<file path="src/rtl/core/bbc_pkg.sv">
// shared types, constants and conversion functions for the bisulfite base converter
package bbc_pkg;

    localparam logic [7:0] CHAR_LC_C = 8'h63;
    localparam logic [7:0] CHAR_UC_C = 8'h43;
    localparam logic [7:0] CHAR_LC_G = 8'h67;
    localparam logic [7:0] CHAR_UC_G = 8'h47;
    localparam logic [7:0] CHAR_UC_T = 8'h54;
    localparam logic [7:0] CHAR_UC_A = 8'h41;

    // configuration register indexes
    localparam logic CFG_DIRECTION = 1'b0;
    localparam logic CFG_VARIANT   = 1'b1;

    // variant codes
    localparam logic [1:0] VARIANT_CONTEXT = 2'd0;
    localparam logic [1:0] VARIANT_ISLAND  = 2'd1;

    // result queue depth and derived widths
    localparam int OUT_DEPTH = 4;
    localparam int OUT_PTR_W = $clog2(OUT_DEPTH);
    localparam int OUT_CNT_W = $clog2(OUT_DEPTH + 1);

    typedef struct packed {
        logic [7:0] base_in;
        logic       in_island;
        logic       last_in;
    } bbc_in_t;

    typedef struct packed {
        logic [7:0] base_out;
        logic       last_out;
    } bbc_out_t;

    // results produced by one item, up to two
    typedef struct packed {
        logic [1:0] num;
        bbc_out_t   first;
        bbc_out_t   second;
    } bbc_push_t;

    function automatic logic is_c(input logic [7:0] b);
        return (b == CHAR_LC_C) || (b == CHAR_UC_C);
    endfunction

    function automatic logic is_g(input logic [7:0] b);
        return (b == CHAR_LC_G) || (b == CHAR_UC_G);
    endfunction

    function automatic logic [7:0] conv_ct(input logic [7:0] b, input logic isl,
                                           input logic next_g, input logic [1:0] variant);
        logic [7:0] r;
        r = b;
        if (is_c(b))
        begin
            if (!next_g || variant[1] || (variant == VARIANT_ISLAND && isl))
            begin
                r = CHAR_UC_T;
            end
        end
        return r;
    endfunction

    function automatic logic [7:0] conv_ga(input logic [7:0] b, input logic prev_c,
                                           input logic pisl, input logic [1:0] variant);
        logic [7:0] r;
        r = b;
        if (is_g(b))
        begin
            if (!prev_c || variant[1] || (variant == VARIANT_ISLAND && pisl))
            begin
                r = CHAR_UC_A;
            end
        end
        return r;
    endfunction

endpackage

</file>
<file path="src/rtl/core/bbc_convert.sv">
// input register, neighbor context state and per-base conversion logic
module bbc_convert
    import bbc_pkg::*;
(
    input  logic       clk,
    input  logic       rst_n,
    input  logic       item_valid,
    output logic       item_stall,
    input  bbc_in_t    item_data,
    input  logic       direction,
    input  logic [1:0] variant,
    input  logic       space,
    output bbc_push_t  push
);

    logic       in_valid_reg, in_valid_next;
    bbc_in_t    in_data_reg;
    logic [7:0] held_base_reg, held_base_next;
    logic       held_valid_reg, held_valid_next;
    logic       held_island_reg, held_island_next;
    logic       prev_was_c_reg, prev_was_c_next;
    logic       prev_island_reg, prev_island_next;
    logic       have_prev_reg, have_prev_next;

    logic       advance;
    logic       accept;
    logic       cur_emit;
    bbc_out_t   held_res;
    bbc_out_t   cur_res;

    assign advance    = in_valid_reg && space;
    assign item_stall = in_valid_reg && !space;
    assign accept     = item_valid && !item_stall;

    always_comb
    begin
        held_res.base_out = conv_ct(held_base_reg, held_island_reg,
                                    is_g(in_data_reg.base_in), variant);
        held_res.last_out = 1'b0;

        if (direction)
        begin
            cur_emit          = in_data_reg.last_in;
            cur_res.base_out  = conv_ct(in_data_reg.base_in, in_data_reg.in_island,
                                        1'b0, variant);
            cur_res.last_out  = 1'b1;
        end
        else
        begin
            cur_emit          = 1'b1;
            cur_res.base_out  = conv_ga(in_data_reg.base_in, have_prev_reg && prev_was_c_reg,
                                        prev_island_reg, variant);
            cur_res.last_out  = in_data_reg.last_in;
        end

        push.num    = advance ? ({1'b0, held_valid_reg} + {1'b0, cur_emit}) : 2'd0;
        push.first  = held_valid_reg ? held_res : cur_res;
        push.second = cur_res;

        in_valid_next    = accept ? 1'b1 : (advance ? 1'b0 : in_valid_reg);
        held_base_next   = held_base_reg;
        held_island_next = held_island_reg;
        held_valid_next  = held_valid_reg;
        prev_was_c_next  = prev_was_c_reg;
        prev_island_next = prev_island_reg;
        have_prev_next   = have_prev_reg;

        if (advance)
        begin
            // a held C-to-T base is always resolved against this base
            held_valid_next = direction && !in_data_reg.last_in;
            if (direction && !in_data_reg.last_in)
            begin
                held_base_next   = in_data_reg.base_in;
                held_island_next = in_data_reg.in_island;
            end
            if (in_data_reg.last_in)
            begin
                have_prev_next   = 1'b0;
                prev_was_c_next  = 1'b0;
                prev_island_next = 1'b0;
            end
            else
            begin
                have_prev_next   = 1'b1;
                prev_was_c_next  = is_c(in_data_reg.base_in);
                prev_island_next = in_data_reg.in_island;
            end
        end
    end

    always_ff @(posedge clk or negedge rst_n)
    begin
        if (!rst_n)
        begin
            in_valid_reg    <= 1'b0;
            held_base_reg   <= '0;
            held_valid_reg  <= 1'b0;
            held_island_reg <= 1'b0;
            prev_was_c_reg  <= 1'b0;
            prev_island_reg <= 1'b0;
            have_prev_reg   <= 1'b0;
        end
        else
        begin
            in_valid_reg    <= in_valid_next;
            held_base_reg   <= held_base_next;
            held_valid_reg  <= held_valid_next;
            held_island_reg <= held_island_next;
            prev_was_c_reg  <= prev_was_c_next;
            prev_island_reg <= prev_island_next;
            have_prev_reg   <= have_prev_next;
        end
    end

    always_ff @(posedge clk)
    begin
        if (accept)
        begin
            in_data_reg <= item_data;
        end
    end

endmodule

</file>
<file path="src/rtl/core/bbc_out_fifo.sv">
// small result queue taking up to two results per cycle and giving one per cycle while result_stall is low
module bbc_out_fifo
    import bbc_pkg::*;
(
    input  logic      clk,
    input  logic      rst_n,
    input  bbc_push_t push,
    output logic      space,
    output logic      result_valid,
    input  logic      result_stall,
    output bbc_out_t  result_data
);

    bbc_out_t               entry_reg [OUT_DEPTH];
    logic [OUT_PTR_W-1:0]   wr_ptr_reg, wr_ptr_next;
    logic [OUT_PTR_W-1:0]   rd_ptr_reg, rd_ptr_next;
    logic [OUT_CNT_W-1:0]   count_reg, count_next;
    logic [OUT_PTR_W-1:0]   wr_ptr_second;
    logic                   pop;

    // room for the worst case of two results
    assign space         = count_reg <= OUT_CNT_W'(OUT_DEPTH - 2);
    assign result_valid  = count_reg != '0;
    assign result_data   = entry_reg[rd_ptr_reg];
    assign pop           = result_valid && !result_stall;
    assign wr_ptr_second = wr_ptr_reg + OUT_PTR_W'(1);

    always_comb
    begin
        wr_ptr_next = wr_ptr_reg + OUT_PTR_W'(push.num);
        rd_ptr_next = rd_ptr_reg + OUT_PTR_W'(pop);
        count_next  = count_reg + OUT_CNT_W'(push.num) - OUT_CNT_W'(pop);
    end

    always_ff @(posedge clk or negedge rst_n)
    begin
        if (!rst_n)
        begin
            wr_ptr_reg <= '0;
            rd_ptr_reg <= '0;
            count_reg  <= '0;
        end
        else
        begin
            wr_ptr_reg <= wr_ptr_next;
            rd_ptr_reg <= rd_ptr_next;
            count_reg  <= count_next;
        end
    end

    always_ff @(posedge clk)
    begin
        if (push.num != 2'd0)
        begin
            entry_reg[wr_ptr_reg] <= push.first;
        end
        if (push.num == 2'd2)
        begin
            entry_reg[wr_ptr_second] <= push.second;
        end
    end

endmodule

</file>
<file path="src/rtl/core/bisulfite_base_converter.sv">
// top level of the bisulfite base converter: config registers, conversion and result queue
//
//   channel   signals                                      request
//   item      item_valid / item_stall / item_data          one genome base
//   result    result_valid / result_stall / result_data    one converted base
//   config    cfg_we / cfg_index / cfg_data                register write
//
// one base per cycle while the result queue has room; a base passes the input register and
// then lands in the result queue, from which its result is taken
// in C-to-T direction a base waits for its successor, so its result trails one base
// a last base in C-to-T direction gives two results; with a free result side the queue
// takes the extra one without stalling the input
// a result queue without room for two results stalls the input register; reset empties
// both and clears context
module bisulfite_base_converter
    import bbc_pkg::*;
(
    input  logic       clk,
    input  logic       rst_n,
    input  logic       item_valid,
    output logic       item_stall,
    input  bbc_in_t    item_data,
    output logic       result_valid,
    input  logic       result_stall,
    output bbc_out_t   result_data,
    input  logic       cfg_we,
    input  logic       cfg_index,
    input  logic [1:0] cfg_data
);

    logic       direction_reg, direction_next;
    logic [1:0] variant_reg, variant_next;
    logic       space;
    bbc_push_t  push;

    always_comb
    begin
        direction_next = direction_reg;
        variant_next   = variant_reg;
        if (cfg_we)
        begin
            case (cfg_index)
                CFG_DIRECTION: direction_next = cfg_data[0];
                CFG_VARIANT:   variant_next   = cfg_data;
                default:       direction_next = direction_reg;
            endcase
        end
    end

    always_ff @(posedge clk or negedge rst_n)
    begin
        if (!rst_n)
        begin
            direction_reg <= 1'b1;
            variant_reg   <= VARIANT_CONTEXT;
        end
        else
        begin
            direction_reg <= direction_next;
            variant_reg   <= variant_next;
        end
    end

    bbc_convert u_convert (
        .clk        (clk),
        .rst_n      (rst_n),
        .item_valid (item_valid),
        .item_stall (item_stall),
        .item_data  (item_data),
        .direction  (direction_reg),
        .variant    (variant_reg),
        .space      (space),
        .push       (push)
    );

    bbc_out_fifo u_out_fifo (
        .clk          (clk),
        .rst_n        (rst_n),
        .push         (push),
        .space        (space),
        .result_valid (result_valid),
        .result_stall (result_stall),
        .result_data  (result_data)
    );

endmodule
</file>
<file path="config.mk">
export PLATFORM = sky130hd
export DESIGN_NAME = bisulfite_base_converter
export DESIGN_NICKNAME = d
export VERILOG_FILES = /design/src/rtl/core/bbc_pkg.sv /design/src/rtl/core/bbc_convert.sv /design/src/rtl/core/bbc_out_fifo.sv /design/src/rtl/core/bisulfite_base_converter.sv
export SDC_FILE = /design/constraint.sdc
export NUM_CORES = 1
export LEC_CHECK = 0
export BUFFER_PORTS_ARGS = -buffer_cell sky130_fd_sc_hd__clkbuf_2
export CORE_UTILIZATION = 40
export DETAILED_ROUTE_END_ITERATION = 8
export GPL_TIMING_DRIVEN = 0
export HOLD_SLACK_MARGIN = 0.12
export PLACE_DENSITY_LB_ADDON = 0.2
export SLEW_MARGIN = 5
export SYNTH_ARGS = -nofsm -noshare
export SYNTH_HDL_FRONTEND = slang
export SYNTH_SLANG_ARGS = --single-unit
</file>
<file path="constraint.sdc">
create_clock -name clk -period 2.3 [get_ports clk]
set_input_delay 0.115 -clock clk [delete_from_list [all_inputs] [get_ports clk]]
set_output_delay 0.115 -clock clk [all_outputs]
set_load 0.05 [all_outputs]
</file>
# --- Word-level counts from Yosys, hierarchy flattened ---
# Memory sizes are Yosys's and may differ from the RTL's.
# Index checks and enable logic that the tools add are counted.
word_totals:
  ff_bits: 34
  ram_bits: 36
  in_bits: 18
  output_inout_bits: 11
  wordCells: 77
  memories: 1
classes:
  addsub: 6
  order_cmp: 1
  n_eq_ne: 8
  muxes: 18
  n_bitwise: 1
  n_reduce_logical: 27
memory_table:
  columns: ["name", "words", "width", "rd", "rd_ports_with_merged_regs", "write_ports", "line_no", "source"]
  rows:
  - ["u_out_fifo.entry_reg", 4, 9, 1, 0, 2, "bbc_out_fifo.sv:14", "bbc_out_t entry_reg [OUT_DEPTH];"]
ops:
  columns: ["cell", "n"]
  rows:
  - ["$eq 8x7->1 const B", 6]
  - ["$mux 8", 5]
  - ["$mux 9", 2]
  - ["$mux 1", 10]
  - ["$logic_and 1x1->1", 8]
  - ["$logic_or 1x1->1", 7]
  - ["$logic_not 1->1", 6]
  - ["$reduce_and 2->1", 3]
  - ["$reduce_bool 2->1", 2]
  - ["$add 3x2->3", 1]
  - ["$le 3x2->1 const B", 1]
  - ["$reduce_bool 3->1", 1]
  - ["$sub 3x1->3", 1]
  - ["$add 1x1->2", 1]
  - ["$add 2x1->2", 1]
  - ["$add 2x1->2 const B", 1]
  - ["$add 2x2->2", 1]
  - ["$eq 2x1->1 const B", 1]
  - ["$eq 2x2->1 const B", 1]
  - ["$mux 2", 1]
  - ["$not 1->1", 1]

# --- Depth between registers and ports, before layout ---
# Gate-level depths: netlist of run 1.
logic_depth:
  word_depth: 8
  depth_mapped: 8
  depth_no_buf: 8

# --- Modules after synthesis ---
# From an unflattened synthesis of run 1, not the netlist that was laid out.
hier_totals:
  cells_unflattened: 229
  hier_area_um2: 3448.3
by_module_without_submodules:
  columns: ["mod", "n_inst", "cells_per_inst", "area_each_um2"]
  rows:
  - ["bbc_out_fifo", 1, 130, 2183.3]
  - ["bbc_convert", 1, 91, 1141.1]
  - ["bisulfite_base_converter", 1, 8, 123.9]

# --- Least setup slack after synthesis of run 1 ---
# No wires, ideal clock.
synth_timing:
  kind: "reg-to-reg"
  startpoint: "reg u_out_fifo.count_reg[0]"
  endpoint: "reg u_out_fifo.count_reg[2]"
  setup_ns: 0.123
  arrival_time_ns: 2.330
  required_time_ns: 2.177
  setup_slack_ns: -0.153
  stages_incl_launch_ff: 9
  synth_period_minus_slack_ns: 2.453
  path_cell_list: "dfrtp_1 -> or3_1 -> nor2b_1 -> ha_1 -> inv_1 -> ha_1 -> fa_1 -> xnor2_1 -> xnor2_1"
synth_rtl:
  columns: ["element", "line_no", "source"]
  rows:
  - ["start: declaration", "bbc_out_fifo.sv:17", "logic [OUT_CNT_W-1:0] count_reg, count_next;"]
  - ["start signal: assignment", "bbc_out_fifo.sv:47", "count_reg <= count_next;"]
  - ["$reduce_bool 3->1", "bbc_out_fifo.sv:23", "assign result_valid = count_reg != '0;"]
  - ["net result_valid", "bisulfite_base_converter.sv:23", "output logic result_valid,"]
  - ["$logic_and 1x1->1", "bbc_out_fifo.sv:25", "assign pop = result_valid && !result_stall;"]
  - ["$sub 3x1->3", "bbc_out_fifo.sv:32", "count_next = count_reg + OUT_CNT_W'(push.num) - OUT_CNT_W'(pop);"]
  - ["net u_out_fifo.count_next[2]", "bbc_out_fifo.sv:17", null]
# The timed path passes the listed nets, and every way through them passes these cells.
# A chain may end at the register's enable or synchronous reset.

==> impl_metrics.py, run 1 <==
metrics = {
    "finish": {
        "layout.nets": 335,
        "diodes": 0,
        "final-instance-count-excl-fill": 420,
        "drive_gt1_share_pct": 38.1,
        "largest_register_ff_count": 36,
        "num-fill-cells": 703,
        "synthToLayoutAreaGrowth_pct": 26.0,
    },
    "detailed_routing": {
        "drc_errors": 0,
        "first_pass_iters": 4,
        "wirelength_um": 6980,
        "antenna_left": 0,
        "drtIter0Drc": 118,
        "vias": 2223,
        "vias_per_cell": 5.29,
        "wl_per_cell_um": 16.6,
    },
    "grt": {
        "grt_pass1_wl_um": 11600,
        "grt_max_degree": 25,
        "antenna_found_initial": 0,
        "grt_pass1_vias": 2255,
        "grt_usage_pct": 17.8,
        "grt_overflow_total": 0,
    },
    "floorplanning": {
        "dieWidth_um": 94,
        "rows": 33,
        "start_util_pct": 41.2,
        "core-area_mm2": 0.00822,
        "die_area_mm2": 0.00884,
        "die_h_um": 94,
        "io_pins": 29,
    },
    "outcome": {
        "status": "finished clean",
    },
    "critical_path": {
        "r2r-start": "direction_reg",
        "endpoint_kind": "register",
        "worstPathArrival_ps": 2290,
        "r2r_cells": 7,
        "timing.critical_path.fanout_max": 10,
        "cp.required_ps": 2390,
        "r2r-end": "u_out_fifo.entry_reg[3][3]",
        "worstSetupStartpoint": "direction_reg",
        "critPathKind": "register to register",
        "r2r_setup_slack_ps": 100,
        "worstSetupEndpoint": "u_out_fifo.entry_reg[3][3]",
        "start_kind": "register",
    },
    "timing": {
        "slew_viol_final": 0,
        "finalCritPeriodShare_pct": 95.7,
        "timing.hold.ws_ps": 124,
        "min_period_ps": 2200,
        "finalHoldViolations": 0,
        "fmax_mhz": 454,
        "setup_violations": 0,
        "relSlewSlack_pct": 50.2,
        "tightest_slew_ps": 746,
        "fin_ws_ps": 98.9,
        "skew_ps": 11.8,
    },
    "logic_synthesis": {
        "synth_edf_count": 46,
        "synth_fp_nets": 272,
        "synth_top_area_share_pct": 40.8,
        "synth.most_common_cell": "edfxtp_1",
        "netlist_area_mm2": 0.00339,
        "synth_cell_type_count": 45,
        "synth-main-ff-cell": "edfxtp_1",
        "yosys-top-cells-area": "edfxtp_1 41%, dfrtp_1 17%, mux4_2 6.0%",
        "synthArstFlopShare_pct": 34.3,
        "synth_common_cells": "46 x edfxtp_1, 27 x nand2_1, 23 x dfrtp_1",
        "yosys_warnings": 0,
        "ys_ff_latch": 70,
        "yosys.area.top_type": "edfxtp_1",
        "synthCells": 247,
        "postSynthAreaPerCell_um2": 13.7,
        "seq_area_frac_synth_pct": 58.6,
    },
    "placement": {
        "dpl.hpwl_um": 4750,
        "gp_congestion": 0.778,
        "place_inst": 380,
        "place_ws_ps": -406,
        "port_buffers": 28,
    },
    "min_path": {
        "hold_path.class": "input pin to register",
    },
    "clock_tree": {
        "clock-root-buffer": "clkbuf_8",
        "cts_buffer_depth": 2,
        "cts_buffers": 9,
        "cts_tree": "done",
        "cts_max_level": 3,
        "path_clk_slew_ps": 80,
        "cts_sinks": 70,
        "clkLatencyLatePin_ps": 350,
    },
    "power": {
        "power_frac_seq_pct": 36.9,
        "clock_power_share_pct": 17.4,
        "vdd_drop_max_uv": 827,
        "p_sw_uw": 2300,
        "pwr-share-comb_pct": 45.8,
        "p_per_area_mw_per_mm2": 1340,
        "p_leak_uw": 0.00162,
        "p_sw_share_pct": 40.2,
        "p_int_uw": 3430,
    },
    "job": {
        "cap_violations": 0,
    },
}
==> per-stage QoR <==
step                      TNS (ps)  cell area, um2  power, uW  utilization [%]
final                            0            4270       5730             51.9
after global routing         -3.47            4270       6090             51.9
after CTS                    -2350            4090       5490             49.8
after floorplan               -682            3390       3860                -
after detailed placement    -13110            3670       4410             44.7
after global placement      -20800            3660       4340             44.6
==> power by group through the flow <==
stage               sequential (uW)  combinational (uW)  clock, uW
global route                   2160                2860       1070
finish                         2110                2620        995
floorplan                      2020                1840          0
detailed placement             2120                2290          0
CTS                            2090                2390       1010
global placement               2110                2230          0
==> worst min path at each step <==
stage / start / to / slack [ps] / cells after the start
floorplan: rst_n / u_convert.have_prev_reg / -180 / 0
global placement: rst_n / u_out_fifo.count_reg[1] / 160 / 1
detailed placement: rst_n / u_out_fifo.count_reg[1] / 180 / 1
CTS: cfg_we / variant_reg[0] / 120 / 3
global route: cfg_we / variant_reg[0] / 140 / 3
finish: cfg_we / variant_reg[0] / 120 / 3
==> layout by cell type (no fill, tap or decap), types with 3 or more instances in the layout <==
master / netlist / routed
a2111oi_2: 3 / 3
nor2b_1: 9 / 8
edfxtp_1: 46 / 46
mux2_2: 16 / 16
buf_6: 1 / 3
nand2_1: 27 / 27
clkbuf_8: 0 / 9
clkbuf_2: 0 / 28
o22ai_1: 13 / 13
a31oi_1: 11 / 10
nand2b_1: 3 / 3
o21ai_1: 3 / 3
mux2_4: 7 / 7
dlygate4sd3_1: 0 / 15
ha_1: 6 / 4
a21oi_4: 0 / 3
nor2_1: 10 / 10
buf_4: 2 / 9
inv_1: 12 / 12
mux4_2: 9 / 9
dfrtp_1: 23 / 21
==> metal layers <==
layer,vias to the layer above,share of wire (%),global-route usage [%]
li1,1063,-,-
met1,1113,46,23.6
met2,33,49,28.3
met3,14,2.8,3.16
met4,0,2.2,7.95
met5,-,0,0
==> worst max-delay path: stages, from the launching register on <==
cell	delay [ps]
dfstp_2	550
nand2b_2	80
ha_4	260
and4bb_2	330
a31oi_4	140
buf_6	190
a2111oi_1	300
a31oi_1	90
==> cell families (layout without fill, tap and decap cells) <==
kind of cell,after synthesis,in the layout,share of synthesized area [%]
AO/OA/AOI/OAI,45,45,9.42
flip-flops,70,70,58.6
XOR/XNOR,5,5,1.29
multiplexers,32,32,14.4
AND/OR/NAND/NOR,66,66,10.4
buffers and inverters,22,90,3.07
adder cells (fa/ha/maj),7,7,2.81
==> final cells by class <==
type / count / area [um2] / share of cell area [%]
buffer: 10 / 73.8 / 1.73
clock buffer: 9 / 124 / 2.90
clock inverter: 7 / 72.6 / 1.70
inverter: 12 / 45.0 / 1.06
multi-input combinational: 155 / 1450 / 34.0
sequential: 70 / 1990 / 46.5
tap: 105 / 131 / 3.08
timing repair buffer: 52 / 383 / 8.97
==> what timing repair did <==
action / CTS / global route
pin swaps: 2 / 6
hold endpoints to repair: 37 / 0
resized for setup: 10 / 19
cloned: 0 / 0
endpoints found under the setup margin: 64 / 48
hold buffers: 15 / 0
setup buffers: 5 / 4
Note: power is estimated with default switching activity, not from simulation.
==> run 2, diff against run 1 <==
--- a/config.mk
+++ b/config.mk
@@ -7,8 +7,8 @@
 export LEC_CHECK = 0
 export BUFFER_PORTS_ARGS = -buffer_cell sky130_fd_sc_hd__clkbuf_2
 export CORE_UTILIZATION = 40
+export CTS_CLUSTER_SIZE = 16
 export DETAILED_ROUTE_END_ITERATION = 8
-export GPL_TIMING_DRIVEN = 0
 export HOLD_SLACK_MARGIN = 0.12
 export PLACE_DENSITY_LB_ADDON = 0.2
 export SLEW_MARGIN = 5
==> run 2 against run 1 <==
First-iteration DRC count down 31%. Fmax up 0.60%. Core utilization down 1.9 points. Combinational power down 9.5%. Cell count down 0.48%. Register-to-register slack about the same. Clock-buffer cell count unchanged. Critical path type unchanged. Largest power group unchanged. Highest routed layer unchanged.
==> impl_metrics.py, run 2 (synthesized netlist as in run 1, its figures left out) <==
metrics = {
    "timing": {
        "finalCritPeriodShare_pct": 95.1,
        "slew_viol_final": 0,
        "timing.hold.ws_ps": 164,
        "relSlewSlack_pct": 58.0,
        "min_period_ps": 2190,
        "fmax_mhz": 457,
        "tightest_slew_ps": 630,
        "finalHoldViolations": 0,
        "skew_ps": 9.77,
        "setup_violations": 0,
        "final.setup.tns_ps": 0,
    },
    "floorplanning": {
        "die_area_mm2": 0.00884,
        "core-area_mm2": 0.00822,
        "dieWidth_um": 94,
        "io_pins": 29,
        "die_h_um": 94,
        "start_util_pct": 41.2,
        "rows": 33,
    },
    "job": {
        "cap_violations": 0,
    },
    "min_path": {
        "hp-start": "cfg_index",
        "whs_path_depth": 3,
        "min_to": "direction_reg",
        "hold_path.class": "input pin to register",
    },
    "grt": {
        "grt_pass1_wl_um": 10800,
        "antenna_found_initial": 0,
        "grt_pass1_vias": 2101,
        "grt_max_degree": 25,
        "grt_usage_pct": 16.9,
        "grt_overflow_total": 0,
    },
    "clock_tree": {
        "cts_tree": "done",
        "cts_max_level": 3,
        "path_clk_slew_ps": 80,
        "clock-root-buffer": "clkbuf_8",
        "cts_sinks": 70,
        "cts_buffers": 9,
        "clkLatencyLatePin_ps": 340,
        "cts_buffer_depth": 2,
    },
    "placement": {
        "port_buffers": 28,
        "dpl.hpwl_um": 4840,
        "gp_congestion": 0.791,
    },
    "critical_path": {
        "cp.required_ps": 2390,
        "r2r_cells": 7,
        "r2r-end": "u_out_fifo.entry_reg[2][5]",
        "start_kind": "register",
        "r2r-start": "direction_reg",
        "worstPathArrival_ps": 2270,
        "r2r_setup_slack_ps": 110,
        "endpoint_kind": "register",
        "timing.critical_path.fanout_max": 9,
        "critPathKind": "register to register",
    },
    "outcome": {
        "status": "finished clean",
    },
    "power": {
        "p_per_area_mw_per_mm2": 1330,
        "vdd_drop_max_uv": 693,
        "p_leak_uw": 0.00160,
    },
    "detailed_routing": {
        "drtIter0Drc": 82,
        "antenna_left": 0,
        "vias": 2159,
        "wirelength_um": 6820,
        "wl_per_cell_um": 16.3,
        "drc_errors": 0,
        "first_pass_iters": 4,
        "vias_per_cell": 5.17,
    },
    "finish": {
        "largest_register_ff_count": 36,
        "final_common_cell": "edfxtp_1",
        "synthToLayoutAreaGrowth_pct": 21.5,
        "final_cell_mix": "46 x edfxtp_1, 28 x clkbuf_2, 27 x nand2_1",
        "num-fill-cells": 739,
        "drive_gt1_share_pct": 34.5,
        "diodes": 0,
        "layout.nets": 333,
    },
}
[run 2: changes by cell type in the layout (fill, tap and decap cells not counted), moves of 3 or more]
cell / before / now
a21oi_1: 1 / 4
a21oi_4: 3 / 0
buf_4: 9 / 16
buf_6: 3 / 0
[run 2: critical path: stages, from the launching register on]
cell and delay, ps:
dfstp_2 540, nand2b_2 70, ha_2 310, nand4bb_1 220
o31a_1 390, buf_4 220, nor2b_1 130, a31oi_1 50
[run 2: worst max-delay path by stage]
| stage | from | endpoint | depth (start not counted) |
|---|---|---|---|
| floorplan | direction_reg | u_out_fifo.entry_reg[1][0] | 4 |
| global placement | direction_reg | u_out_fifo.entry_reg[3][3] | 6 |
| detailed placement | direction_reg | u_out_fifo.entry_reg[3][3] | 6 |
| CTS | direction_reg | u_out_fifo.entry_reg[3][4] | 5 |
| global route | u_convert.in_data_reg[0] | u_out_fifo.entry_reg[1][3] | 7 |
| finish | direction_reg | u_out_fifo.entry_reg[2][5] | 7 |
[run 2: area by class of cell]
cell class | instances | area (um2) | area share [%]
Multi-Input combinational cell | 155 | 1340 | 32.5
Inverter | 12 | 45.0 | 1.09
Tap cell | 105 | 131 | 3.19
Timing Repair Buffer | 60 | 420 | 10.2
Clock buffer | 9 | 124 | 3.01
Sequential cell | 70 | 1980 | 48.2
Clock inverter | 7 | 72.6 | 1.76
[run 2: report_power, final]
group          internal, uW  switching, uW  leakage (uW)
logic                  1010           1360      0.000790
clock network           502            467     0.0000972
registers              1820            331      0.000708
total                  3330           2160       0.00160
[run 2: metal layers]
layer  vias up  global-route usage [%]  wire [um]
li1       1060                       -          -
met1      1046                    22.7       3210
met2        44                    26.8       3230
met3         9                    3.88        275
met4         0                    6.15        106
met5         -                       0          0
[run 2: stage by stage]
stage | cells | cell area (um2) | worst slack [ps] | power [uW] | util (%)
final | 418 | 4110 | 112 | 5490 | 50.1
after global routing | 418 | 4110 | -1.29 | 5830 | 50.1
after CTS | 417 | 4070 | 11.9 | 5490 | 49.6
after detailed placement | 385 | 3720 | 15.1 | 4470 | 45.2
after global placement | 385 | 3720 | -31.5 | 4430 | 45.2
after floorplan | 247 | 3390 | -37.9 | 3860 | -
[run 2: repair_timing]
action / in CTS / in global routing
resized for setup: 1 / 6
hold endpoints to repair: 37 / 0
hold buffers: 16 / 0
cloned: 0 / 0
setup endpoints to repair: 1 / 11
setup buffers: 0 / 1
